`config.mk`:
```
export PLATFORM = sky130hd
export DESIGN_NAME = wkc_divider
export DESIGN_NICKNAME = d
export VERILOG_FILES = /design/src/design/wkc_pkg.sv /design/src/design/wkc_divider.sv
export SDC_FILE = /design/constraint.sdc
export NUM_CORES = 1
export LEC_CHECK = 0
export BUFFER_PORTS_ARGS = -buffer_cell sky130_fd_sc_hd__buf_2
export CAP_MARGIN = 10
export CORE_MARGIN = 3
export CORE_UTILIZATION = 59
export DETAILED_ROUTE_END_ITERATION = 8
export PLACE_DENSITY = 0.77
export SYNTH_ARGS = -nofsm -noshare
export SYNTH_HDL_FRONTEND = slang
export SYNTH_SLANG_ARGS = --single-unit
```
`constraint.sdc`:
```
create_clock -name clock -period 4.8 [get_ports clock]
set_clock_uncertainty 0.2 [all_clocks]
set_input_delay 0.48 -clock clock [delete_from_list [all_inputs] [get_ports clock]]
set_output_delay 0.48 -clock clock [all_outputs]
set_load 0.02 [all_outputs]
```
`src/design/wkc_pkg.sv`:
```
// ----------------------------------------------------------------------------
// wkc_pkg
// shared constants, types and state codes of the window kernel convolution
// ----------------------------------------------------------------------------
package wkc_pkg;

   localparam int MAX_KERNEL   = 5;
   localparam int MAX_WIDTH    = 1024;
   localparam int COEFF_BITS   = 12;
   localparam int ROW_LIMIT    = 4096;
   localparam int PIX_MAX      = 255;
   localparam int RING         = (MAX_KERNEL - 1) * MAX_WIDTH + MAX_KERNEL;
   localparam int ADDR_BITS    = $clog2(RING);
   localparam int ACC_BITS     = 26;
   localparam int DIVISOR_BITS = 17;
   localparam int OUT_BITS     = 25;
   localparam int DIV_STEPS    = 25;
   localparam int KROW_BITS    = MAX_KERNEL * COEFF_BITS;

   typedef struct packed {
      logic                              start;
      logic signed [ACC_BITS-1:0]        dividend;
      logic signed [DIVISOR_BITS-1:0]    divisor;
   } wkc_div_req_type;

   typedef struct packed {
      logic                              done;
      logic signed [ACC_BITS-1:0]        quotient;
   } wkc_div_rsp_type;

   typedef enum logic [6:0] {
      S_IDLE  = 7'b0000001,
      S_BREAD = 7'b0000010,
      S_BWAIT = 7'b0000100,
      S_MAC   = 7'b0001000,
      S_FLUSH = 7'b0010000,
      S_DIV   = 7'b0100000,
      S_OUT   = 7'b1000000
   } wkc_state_type;

endpackage

```
`src/design/wkc_divider.sv`:
```
// ----------------------------------------------------------------------------
// wkc_divider
// signed restoring divider, one quotient bit per cycle, truncates toward zero
// ----------------------------------------------------------------------------
module wkc_divider (
   input  logic                     clock,
   input  logic                     reset,
   input  wkc_pkg::wkc_div_req_type req,
   output wkc_pkg::wkc_div_rsp_type rsp
);
   import wkc_pkg::*;

   localparam int MAG_BITS = OUT_BITS;

   logic                      busy_ff, busy_in;
   logic [4:0]                cnt_ff, cnt_in;
   logic [MAG_BITS-1:0]       dvd_ff, dvd_in;
   logic [MAG_BITS-1:0]       quo_ff, quo_in;
   logic [DIVISOR_BITS:0]     rem_ff, rem_in;
   logic [DIVISOR_BITS-1:0]   dvs_ff, dvs_in;
   logic                      neg_ff, neg_in;
   logic                      done_ff, done_in;
   logic signed [ACC_BITS-1:0] q_ff, q_in;
   logic [DIVISOR_BITS:0]     rem_sh;
   logic                      qbit;
   logic [ACC_BITS-1:0]       dvd_abs;
   logic [DIVISOR_BITS-1:0]   dvs_abs;
   logic signed [ACC_BITS-1:0] q_mag;

   always_comb begin
      dvd_abs = req.dividend[ACC_BITS-1] ? ACC_BITS'(-req.dividend) : req.dividend;
      dvs_abs = req.divisor[DIVISOR_BITS-1] ? DIVISOR_BITS'(-req.divisor) : req.divisor;
      rem_sh  = {rem_ff[DIVISOR_BITS-1:0], dvd_ff[MAG_BITS-1]};
      qbit    = (rem_sh >= {1'b0, dvs_ff});
      // magnitude including the bit found in this step
      q_mag   = signed'({1'b0, quo_ff[MAG_BITS-2:0], qbit});

      busy_in = busy_ff;
      cnt_in  = cnt_ff;
      dvd_in  = dvd_ff;
      quo_in  = quo_ff;
      rem_in  = rem_ff;
      dvs_in  = dvs_ff;
      neg_in  = neg_ff;
      done_in = 1'b0;
      q_in    = q_ff;
      if (req.start) begin
         busy_in = 1'b1;
         cnt_in  = '0;
         dvd_in  = dvd_abs[MAG_BITS-1:0];
         quo_in  = '0;
         rem_in  = '0;
         dvs_in  = dvs_abs;
         neg_in  = req.dividend[ACC_BITS-1] ^ req.divisor[DIVISOR_BITS-1];
      end else if (busy_ff) begin
         rem_in = qbit ? (rem_sh - {1'b0, dvs_ff}) : rem_sh;
         dvd_in = {dvd_ff[MAG_BITS-2:0], 1'b0};
         quo_in = {quo_ff[MAG_BITS-2:0], qbit};
         cnt_in = cnt_ff + 5'd1;
         if (cnt_ff == 5'(DIV_STEPS - 1)) begin
            busy_in = 1'b0;
            done_in = 1'b1;
            q_in    = neg_ff ? -q_mag : q_mag;
         end
      end
   end

   always_ff @(posedge clock) begin
      if (reset) begin
         busy_ff <= 1'b0;
         done_ff <= 1'b0;
      end else begin
         busy_ff <= busy_in;
         done_ff <= done_in;
      end
      cnt_ff <= cnt_in;
      dvd_ff <= dvd_in;
      quo_ff <= quo_in;
      rem_ff <= rem_in;
      dvs_ff <= dvs_in;
      neg_ff <= neg_in;
      q_ff   <= q_in;
   end

   assign rsp.done     = done_ff;
   assign rsp.quotient = q_ff;

endmodule
```
# Yosys cells after proc, flatten, opt, wreduce, memory -nomap -nowiden
# Cells that the tools add are included.
# word_totals
reg_bits	117
latch_bits	0
mem_bits_rw	0
mem_bits_ro	0
out_inout_bits	27
wordCells	34
n_memories	0
# op_classes
addsub	5
multipliers	0
div_mod_pow	0
order_cmp	1
n_eq_ne	1
n_shift	0
muxes	10
bitwise	3
n_reduce_logical	3
# op_table
operator	count
two-way mux 25 bit	4
negator 25 -> 26 bit	1
negator 25 bit	1
>= comparator 18 x 17 -> 1 bit	1
two-way mux 17 bit	1
negator 17 bit	1
subtractor 17 bit	1
two-way mux 16 bit	1
adder 5 x 1 -> 5 bit (second input constant)	1
equality test 5 bit (second input constant)	1
two-way mux 1 bit	4
AND reduction 3 bit	1
OR reduction 3 bit	1
inverter 1 bit	2
nonzero test 2 bit	1
XOR 1 bit	1

# Depth between registers and ports, before layout
# depth
word_depth	4
mapped_depth	14
mapped_depth_nobuf	13

# Worst setup path before layout
# Ideal clock, no wire load.
# synth_path
path_kind	register -> register
from	register dvs_ff[13]
to	register q_ff[18] (data pin)
setup_ns	0.260
arrival_time_ns	2.901
required_ns	4.340
path_slack_ns	1.439
stages_incl_launch_ff	15
path_buffers	2
synth_period_minus_slack_ns	3.361
cell_sequence	edfxtp_1 inv_1 ha_1 clkbuf_1 a21oi_1 o21ai_0 a211oi_1 and3_1 buf_2 ha_1 nand2b_1 or4_4 or3_4 o31ai_2 xnor2_1
# synth_via
elab_chain_cells	3
# synth_rtl
element	line_no	source
start, declared	wkc_divider.sv:20	logic [DIVISOR_BITS-1:0] dvs_ff, dvs_in;
start signal, assigned	wkc_divider.sv:80	dvs_ff <= dvs_in;
>= comparator 18 x 17 -> 1 bit	wkc_divider.sv:34	qbit = (rem_sh >= {1'b0, dvs_ff});
negator 25 -> 26 bit	wkc_divider.sv:63	q_in = neg_ff ? -q_mag : q_mag;
two-way mux 25 bit	wkc_divider.sv:63	
end signal, assigned	wkc_divider.sv:82	q_ff <= q_in;
end, declared	wkc_divider.sv:23	logic signed [ACC_BITS-1:0] q_ff, q_in;
# No other way between the ends.
# A chain may end at the register's enable or synchronous reset.

# Worst setup path after layout
# Ends and elaborated chain as after synthesis.

==> results.cfg <==
[placement]
gp_congestion = 0.889
placed_cell_area_mm2 = 0.00699
hpwl_um = 9900
place_inst = 827
port_buffers = 72

[floorplanning]
die_h_um = 112
start_util_pct = 62.0
num_rows = 37
dieArea_mm2 = 0.0124
coreArea_mm2 = 0.0106
io_pins = 73
die_w_um = 112

[sta]
relSlewSlack_pct = 35.8
period_share_pct = 80.8
worst_slew_pin_slew_ps = 960
slew_viol_final = 0
grt_setup_unrepaired = false
setup_viol = 0
timing.setup.tns_ps = 0
hold_viol = 0
min_period_ps = 3880
max_freq_mhz = 258

[drt]
wl_um = 14000
detail-route-antenna-nets = 0
dr.pass1.iters = 4
wl_per_cell_um = 16.3
via_count = 5123
route.detailed.drc = 0
drt_iter0_drc = 347
viasPerCell = 5.94

[worst_setup_path]
r2r-end = q_ff[18]
crit_top_cell = ha_1
arrival_ps = 3930
cp_top_family = simple AND/OR/NAND/NOR gates
critPathBufInv = 1
worst_path_max_delay_cell = and3_1
ff2ff_setup_slack_ps = 920
criticalPathCategory = register to register
reg2regPathDepth = 12
cp_max_fo = 10
timing.rr.start = dvs_ff[13]
crit_chain = inv_1 -> ha_1 -> a21oi_1 -> o21ai_0 -> a211oi_1 -> and3_1 -> ha_1 -> nand2b_1 -> or4_4 -> or3_4 -> o31ai_2 -> xnor2_1
crit_required_ps = 4860
startpoint_type = register
endpoint_kind = register
max_stage_delay_ps = 500

[synthesis]
synth_nets = 718
yosys-top-cells-count = nor2_1, edfxtp_1, xnor2_1
yosys.cell_count.top_type = nor2_1
synth_cell_type_count = 64
yosysWarnings = 0
synthFlopType = edfxtp_1
yosysSeqAreaShare_pct = 46.1
netlist_top_cells_area = edfxtp_1, dfxtp_1, xnor2_1
synthArstFlopShare_pct = 0
netlist.area_leader.share_pct = 31.5
syn_avg_cell_area_um2 = 10.1
synth_edf_count = 69
ys_ff_latch = 117
yosysTopAreaCell = edfxtp_1
syn_inst = 649
synth_area_mm2 = 0.00658

[finish]
nFillCells = 800
layoutNonFillerInstCount = 862
fin_area_mm2 = 0.00755
antenna_cells = 0
layout.nets = 782
drive_above_1_share_pct = 19.0
area_delta_synth_final_pct = 14.9
fin_util_pct = 71.2

[hold_path]
min_to = dvs_ff[14]
min_from = req[14]
hold_class = input pin to register
min_path_cells = 2

[power_and_ir_drop]
pwr-share-seq_pct = 44.3
switching_share_pct = 25.8
p_int_mw = 1.93
power_mw = 2.61
combPwrFrac_pct = 13.9
p_sw_uw = 671
max-vdd-ir-drop_mv = 0.251
powerDensity_mw_per_mm2 = 345
clkPwrFrac_pct = 41.9
p_leak_nw = 2.89

[cts]
cts_buffer_depth = 2
postCtsSetupBuffers = 0
tritoncts = done
clkTransAtPathRegs_ps = 60
htree_levels = 4
numCtsBuffers = 17
tritoncts_num_sinks = 117
cts.root.buffer_cell = clkbuf_8
clk_latency_ps = 510

[global_route]
grt_pass1_wl_um = 24000
grt_overflow = 0
antenna_found_initial = 0
grt_max_degree = 65
track_usage_pct = 23.4
grt_pass1_vias = 4988

[run_status]
status = finished clean

[flow_run]
max-cap-violations = 0
[sequential cells by signal (all words and copies together), names as in the netlist]
signal	flops
busy_ff	1
cnt_ff	5
done_ff	1
dvd_ff	25
dvs_ff	17
neg_ff	1
q_ff	26
quo_ff	24
rem_ff	17
[what timing repair did]
item                                   4_1_cts  5_1_grt
resized for setup                            0        0
hold buffers                                 2        0
endpoints found under the hold margin        3        0
setup endpoints to repair                    0        0
[worst register-to-register path: cells and delay by family (launching register included)]
kind | cells | cell delay (ps)
AOI/OAI and AO/OA | 4 | 850
xor gates and xnor gates | 1 | 100
DFF | 1 | 320
and+or+nand+nor | 4 | 1440
adders and majority gates | 2 | 670
buffers and inverters | 1 | 40
[cell type report]
| cell class | count | area, um^2 | share of cell area (%) |
|---|---|---|---|
| multi-input cells | 471 | 3300 | 43.7 |
| flip-flops and latches | 117 | 3030 | 40.2 |
| clock buffers | 19 | 442 | 5.85 |
| repair buffers | 77 | 413 | 5.47 |
| well taps | 136 | 170 | 2.25 |
| inverters | 29 | 109 | 1.44 |
| clock inverters | 13 | 83.8 | 1.11 |
[metal layers]
layer | vias up | GRT usage (%) | share of wire (%)
li1 | 2505 | - | -
met1 | 2439 | 31.4 | 44
met2 | 161 | 39.4 | 49
met3 | 18 | 3.97 | 5.4
met4 | 0 | 6.65 | 1.3
met5 | - | 0 | 0
[cell usage in the layout, fill, tap and decap left out, types with 5 or more instances in the layout]
master      instances
nor2_1             74
buf_2              71
edfxtp_1           69
xnor2_1            52
dfxtp_1            47
nand2_1            35
o21ai_0            34
mux2i_1            33
a21oi_1            32
inv_1              28
xor2_1             24
ha_1               22
o31ai_1            18
clkbuf_16          16
or3_1              10
a211oi_1            9
nand4_1             8
mux2_2              8
o41ai_1             8
nor3_1              7
o31ai_2             7
or4_1               6
nand2b_1            6
a21o_1              5
and3_1              5
nor2b_1             5
nand3_1             5
a31oi_1             5
clkinvlp_4          5
clkinv_2            5
[metrics by stage]
stage	hold WS (ps)	setup slack, ps
2_1_floorplan	253	1440
3_3_place_gp	278	1130
3_5_place_dp	292	969
4_1_cts	60.7	961
5_1_grt	68.8	724
6_report	71.9	921
[worst max-delay path by stage]
stage | endpoint | slack, ps | start | cells past startpoint
finish | q_ff[18] | 920 | dvs_ff[13] | 12
global route | q_ff[22] | 720 | dvs_ff[13] | 12
CTS | q_ff[18] | 960 | dvs_ff[13] | 12
detailed placement | q_ff[20] | 970 | dvs_ff[13] | 12
global placement | q_ff[18] | 1130 | dvs_ff[9] | 12
floorplan | q_ff[18] | 1440 | dvs_ff[13] | 14
[cells by family (layout without fill, tap and decap cells)]
| logic type | count (synthesis) | after routing | synth area share [%] |
|---|---|---|---|
| AOI/OAI and AO/OA | 146 | 146 | 15.1 |
| xor gates and xnor gates | 76 | 76 | 10.1 |
| adders and majority gates | 23 | 23 | 4.49 |
| buffers and inverters | 61 | 138 | 3.69 |
| DFF | 117 | 117 | 46.1 |
| muxes | 41 | 41 | 6.39 |
| and+or+nand+nor | 185 | 185 | 14.1 |
[power groups by stage]
stage          Sequential [mW]  Combinational [mW]  Clock, mW
2_1_floorplan             1.16               0.269          0
3_3_place_gp              1.17               0.343          0
3_5_place_dp              1.17               0.355          0
4_1_cts                   1.15               0.360       1.11
5_1_grt                   1.16               0.402       1.16
6_report                  1.15               0.361       1.09
(Power assumes the default switching activity.)
